`config.mk`:
```
export PLATFORM = sky130hd
export DESIGN_NAME = svtb_out_stage
export DESIGN_NICKNAME = d
export VERILOG_FILES = /design/src/hdl/svtb_pkg.sv /design/src/hdl/svtb_out_stage.sv
export SDC_FILE = /design/constraint.sdc
export NUM_CORES = 1
export LEC_CHECK = 0
export BUFFER_PORTS_ARGS = -buffer_cell sky130_fd_sc_hd__buf_2
export CAP_MARGIN = 5
export CELL_PAD_IN_SITES_DETAIL_PLACEMENT = 1
export CELL_PAD_IN_SITES_GLOBAL_PLACEMENT = 1
export CORE_MARGIN = 2
export CORE_UTILIZATION = 25
export CTS_CLUSTER_SIZE = 12
export DETAILED_ROUTE_END_ITERATION = 8
export GPL_TIMING_DRIVEN = 0
export PLACE_DENSITY_LB_ADDON = 0.1
export SLEW_MARGIN = 20
export SYNTH_ARGS = -nofsm -noshare
export SYNTH_HDL_FRONTEND = slang
export SYNTH_SLANG_ARGS = --single-unit
export TNS_END_PERCENT = 5
```
`constraint.sdc`:
```
create_clock -name aclk -period 1.3 [get_ports aclk]
set_input_delay 0.13 -clock aclk [delete_from_list [all_inputs] [get_ports aclk]]
set_output_delay 0.13 -clock aclk [all_outputs]
set_load 0.01 [all_outputs]
```
`src/hdl/svtb_pkg.sv`:
```
package svtb_pkg;

    // grid and table geometry (64-voxel edge, three levels)
    localparam int VOX_AW        = 18;
    localparam int VOX_DEPTH     = 262144;
    localparam int BRICK_AW      = 12;
    localparam int BRICK_DEPTH   = 4096;
    localparam int MID_AW        = 6;
    localparam int MID_DEPTH     = 64;
    localparam int NODE_AW       = 13;
    localparam int NODE_DEPTH    = 4161;
    localparam int MAX_LEVELS    = 3;
    localparam int LEAF_FLAG_POS = 31;

    // command codes carried in s_tuser
    typedef enum logic [1:0] {
        OP_WRITE     = 2'd0,
        OP_BUILD     = 2'd1,
        OP_READ_NODE = 2'd2,
        OP_READ_MAT  = 2'd3
    } op_t;

    // occupancy state of a tree node
    typedef enum logic [1:0] {
        ST_EMPTY = 2'd0,
        ST_FULL  = 2'd1,
        ST_MIXED = 2'd2
    } occ_state_t;

    // build sequencer states
    typedef enum logic [3:0] {
        S_IDLE,
        S_BRICK,
        S_BRICK_DR,
        S_LEVEL,
        S_LEVEL_DR,
        S_F_INIT,
        S_F_RD,
        S_F_LVL,
        S_F_NODE,
        S_F_SWEEP,
        S_F_DRAIN,
        S_F_ADV,
        S_DONE
    } fsm_t;

    // one result beat
    typedef struct packed {
        logic [18:0] material_total;
        logic [12:0] node_total;
        logic [15:0] leaf_material;
        logic [31:0] child_link;
        logic [63:0] node_mask;
        logic        index_valid;
    } result_t;

endpackage

```
`src/hdl/svtb_out_stage.sv`:
```
module svtb_out_stage
    import svtb_pkg::*;
(
    input  logic          aclk,
    input  logic          aresetn,
    input  logic          load,
    input  result_t       res,
    output logic          room,
    output logic          m_tvalid,
    input  logic          m_tready,
    // node_mask, child_link, leaf_material, node_total, material_total
    output logic [143:0]  m_tdata,
    // index_valid
    output logic [0:0]    m_tuser
);

    logic    valid_reg;
    result_t data_reg;

    // output register frees when the beat is taken
    assign room = !valid_reg || m_tready;

    always_ff @(posedge aclk) begin
        if (!aresetn) begin
            valid_reg <= 1'b0;
        end else if (load) begin
            valid_reg <= 1'b1;
        end else if (m_tready) begin
            valid_reg <= 1'b0;
        end
    end

    always_ff @(posedge aclk) begin
        if (load) begin
            data_reg <= res;
        end
    end

    assign m_tvalid = valid_reg;
    assign m_tdata  = {data_reg.material_total, data_reg.node_total, data_reg.leaf_material,
                       data_reg.child_link, data_reg.node_mask};
    assign m_tuser  = data_reg.index_valid;

endmodule

```
==> impl_metrics.ini, run 1 <==
[clock_network]
hold_buffers = 141
root_buffer = clkbuf_16
numClockSinks = 146
numCtsBuffers = 17
htreeDepth = 4
clock_path_buffers = 2
post_cts_buffers = 0
cts-resized-gates = 0

[floorplanning]
initial_utilization_pct = 25.54
die_x_um = 136.7
die_y_um = 136.7
fp-row-count = 48
ios = 296

[status]
lastStage = clock tree synthesis (4_1_cts)
status = stopped before the end
toolErrorMsg = [ERROR RSZ-0060] Max buffer count reached.

[synthesis]
synth_top_cell_by_area = edfxtp_1
synth-async-reset-ratio_pct = 0
synth.distinct_cells = 5
synth_enable_flop_cells = 145
avgSynthCellArea_um2 = 29.55
ys_ff_latch = 146
synth_area_leaders = edfxtp_1 (99%), dfxtp_1 (0.45%), nand2b_4 (0.31%)
netlist.area_leader.share_pct = 98.89
synthesis.area_mm2 = 0.004403
syn_inst = 149
ys_seq_area_share_pct = 99.35
synthTopCellsByCount = edfxtp_1 (145), a21boi_2 (1), dfxtp_1 (1), inv_1 (1), nand2b_4 (1)
syn_nets = 298
yosysWarnings = 0
synth_top_flop_cell = edfxtp_1
yosysMostFrequentCell = edfxtp_1

[place]
post-place-ws_ns = -0.03730
io_buffers = 295
finalWeightedCongestion = 0.7163
## cell families after synthesis
kind of cell,Yosys count,share of synthesized area (%)
AOI/OAI and AO/OA,1,0.2557
buffers and inverters,1,0.08517
DFF,146,99.35
and+or+nand+nor,1,0.3125
## stage by stage
stage,cells,util (%),cell area (um^2),hold WS (ns)
floorplan,149,-,4403,0.2289
detailed placement,670,35.96,6198,0.3084
global placement,669,35.74,6161,0.3065
==> run 2, diff against run 1 <==
- CELL_PAD_IN_SITES_DETAIL_PLACEMENT: 1 -> not set
- CELL_PAD_IN_SITES_GLOBAL_PLACEMENT: 1 -> not set
- CORE_UTILIZATION: 25 -> 20
- CTS_CLUSTER_SIZE: 12 -> not set
- PLACE_DENSITY_LB_ADDON: 0.1 -> 0.15
==> run 2 against run 1 <==
  * The run now ends clean
  * Synthesized area is the same
  * Synthesized cell count stayed put
==> impl_metrics.ini, run 2 <==
[status]
status = finished clean

[worst_setup_path]
rrSetupSlack_ns = 0.69
crit_fanout = 2
r2r-end = m_tvalid$_SDFFE_PN0P_
ff2ff_path_depth = 2
critPathKind = primary input to output pin
critPathRequiredTime_ns = 1.17
critPathArrivalTime_ns = 1.04
setup.worst_path.end_class = output pin
start_kind = primary input
worstReg2RegStart = m_tvalid$_SDFFE_PN0P_

[global_routing]
antenna_found_initial = 0
gr-usage-met1_pct = 11.61
grt_pass1_wl_mm = 18.45
grt_overflow = 0
first_global_vias = 3478
use_met2_pct = 16.19
grt_max_degree = 76
grt_use_met3_pct = 6.143
grtUsageTotal_pct = 10.32
grt.busiest_layer = met2

[hold_path]
min_to = m_tdata[38]$_DFFE_PP_
hold_class = primary input to flip-flop
min_from = load
holdPathStages = 1

[place]
io_buffers = 295
dp_hpwl_mm = 8.015
finalWeightedCongestion = 0.6799

[layout]
fin_util_pct = 38.35
layout_common_cells = buf_2 (294), dlygate4sd3_1 (147), edfxtp_1 (145), clkbuf_16 (17), inv_6 (5)
largest_reg_flops = 144
syn_to_final_growth_pct = 88.89
diodes = 0
drive_gt1_share_pct = 52.65
layout_commonest_cell = buf_2
final_nets = 760

[floorplanning]
ios = 296
die_x_um = 152.4
die_y_um = 152.4
fp-row-count = 54
coreArea_mm2 = 0.02169
dieArea_mm2 = 0.02322
initial_utilization_pct = 20.30

[timing]
rsz0062_at_grt = no
fin_skew_ns = 0
period_minus_slack_ns = 1.175
slew_headroom_pct = 60.42
setup_viol = 0
fmax_ghz = 0.8513
slew_violations = 0
setup_tns_ns = 0
min_period_over_period_pct = 90.36
hold_viol = 0
worst_pin_slew_ns = 0.5937

[synthesis]
synth_enable_flop_cells = 145
synth_area_leaders = edfxtp_1 (99%), dfxtp_1 (0.45%), nand2b_4 (0.31%)
synth.distinct_cells = 5
synthTopCellsByCount = edfxtp_1 (145), a21boi_2 (1), dfxtp_1 (1), inv_1 (1), nand2b_4 (1)
netlist.area_leader.share_pct = 98.89
synth_top_cell_by_area = edfxtp_1
syn_nets = 298
ys_seq_area_share_pct = 99.35
synthesis.area_mm2 = 0.004403
syn_inst = 149
yosysWarnings = 0
yosysMostFrequentCell = edfxtp_1
ys_ff_latch = 146
avgSynthCellArea_um2 = 29.55
synth_top_flop_cell = edfxtp_1
synth-async-reset-ratio_pct = 0

[clock_network]
root_buffer = clkbuf_16
clock_path_buffers = 2
cts_tree = done
post_cts_buffers = 0
numClockSinks = 146
htreeDepth = 4
hold_buffers = 147
path_clk_slew_ns = 0.07
cts-resized-gates = 0
insertion_delay_ns = 0.40
numCtsBuffers = 17

[detailed_routing]
first_pass_iters = 4
drc = 0
ant_nets = 0
vias = 3223
routedWlPerCell_um = 13.15
vias_per_cell = 3.569
wl_mm = 11.87
drtIter0Drc = 123

[power]
worst_ir_drop_vdd_v = 0.0007501
p_per_area_mw_per_mm2 = 1412
leakagePower_nw = 3.508

[job]
cap_viol_max_count = 0
run 2: cell counts after synthesis:
Identical to the previous run, type by type.
run 2: cell type report:
type	instances	area, um^2
Fill cell	2071	13370
Sequential cell	146	4374
Timing Repair Buffer	443	2985
Clock buffer	17	425.4
Tap cell	280	350.3
Clock inverter	14	152.6
Multi-Input combinational cell	2	25.02
Inverter	1	3.754
run 2: worst max-delay path by stage:
| stage | from | end | slack (ns) |
|---|---|---|---|
| floorplan | m_tvalid$_SDFFE_PN0P_ | m_tvalid$_SDFFE_PN0P_ | 0.64 |
| detailed placement | load | m_tdata[0]$_DFFE_PP_ | -0.09 |
| global placement | load | m_tdata[0]$_DFFE_PP_ | -1.64 |
| finish | m_tready | room | 0.13 |
| global route | m_tready | room | 0.09 |
| CTS | m_tready | room | 0.1 |
run 2: layer usage:
layer  vias to the layer above  share of wire (%)
li1                       1533                  -
met1                      1492                 40
met2                       191                 47
met3                         7                 13
met4                         0                1.1
met5                         -                  0
run 2: cells by family after synthesis:
kind of cell / count (synthesis) / share of synthesized area (%)
AO/OA/AOI/OAI: 1 / 0.2557
buffers and inverters: 1 / 0.08517
flip-flops: 146 / 99.35
AND/OR/NAND/NOR: 1 / 0.3125
run 2: stage by stage:
step                hold WS (ns)  power, mW  cell area, um^2  std cells  setup slack [ns]
finish                    0.1672      11.74             8317        903            0.1253
global route              0.1728      12.31             8317        903           0.09373
CTS                       0.1914      11.99             8317        903           0.09779
detailed placement        0.3081      6.686             6267        725          -0.08563
global placement          0.3065      6.683             6230        724            -1.636
floorplan                 0.2289      6.002             4403        149            0.6360
run 2: critical path: stages:
cell	delay, ns
dlygate4sd3_1	0.53
buf_2	0.12
nand2b_4	0.13
buf_2	0.14
run 2: report_power, final:
group | internal, mW | switching (mW)
logic | 0.689 | 0.554
registers | 5.59 | 0.0856
clock network | 2.84 | 1.98
total | 9.12 | 2.62
(Power assumes the default switching activity.)
==> run 3, diff against run 2 <==
- CELL_PAD_IN_SITES_DETAIL_PLACEMENT: not set -> 0
- CELL_PAD_IN_SITES_GLOBAL_PLACEMENT: not set -> 1
- CORE_UTILIZATION: 20 -> 35
==> run 3 against run 2 <==
  * The flow now stops in clock tree synthesis (4_1_cts)
  * Synthesized area stayed put
  * Synthesized cell count stayed put
==> impl_metrics.ini, run 3 <==
[synthesis]
synth-async-reset-ratio_pct = 0
synth_top_cell_by_area = edfxtp_1
synthTopCellsByCount = edfxtp_1 (145), a21boi_2 (1), dfxtp_1 (1), inv_1 (1), nand2b_4 (1)
netlist.area_leader.share_pct = 98.89
synth_top_flop_cell = edfxtp_1
synthesis.area_mm2 = 0.004403
synth.distinct_cells = 5
yosysMostFrequentCell = edfxtp_1
ys_seq_area_share_pct = 99.35
syn_inst = 149
synth_area_leaders = edfxtp_1 (99%), dfxtp_1 (0.45%), nand2b_4 (0.31%)
ys_ff_latch = 146
avgSynthCellArea_um2 = 29.55
yosysWarnings = 0
syn_nets = 298
synth_enable_flop_cells = 145

[floorplanning]
die_y_um = 116.2
fp-row-count = 40
initial_utilization_pct = 36.20
die_x_um = 116.2
ios = 296

[place]
dp_hpwl_mm = 7.464
post-place-ws_ns = -0.02530
dpl_cell_area_mm2 = 0.006127
dp_cells = 613
io_buffers = 295
finalWeightedCongestion = 0.7236

[clock_network]
hold_buffers = 130
cts-resized-gates = 0
root_buffer = clkbuf_16
numClockSinks = 146
post_cts_buffers = 0
htreeDepth = 4
clock_path_buffers = 2
numCtsBuffers = 17

[status]
toolErrorMsg = [ERROR RSZ-0060] Max buffer count reached.
lastStage = clock tree synthesis (4_1_cts)
status = stopped before the end
[run 3: logic make-up after synthesis]
group	Yosys count	synth area share (%)
simple gates	1	0.3125
compound gates	1	0.2557
buf+inv	1	0.08517
flops	146	99.35
[run 3: through the flow]
stage / hold slack [ns] / setup TNS (ns)
floorplan: 0.2289 / 0
global placement: 0.3060 / -226.87
detailed placement: 0.3081 / -1.288
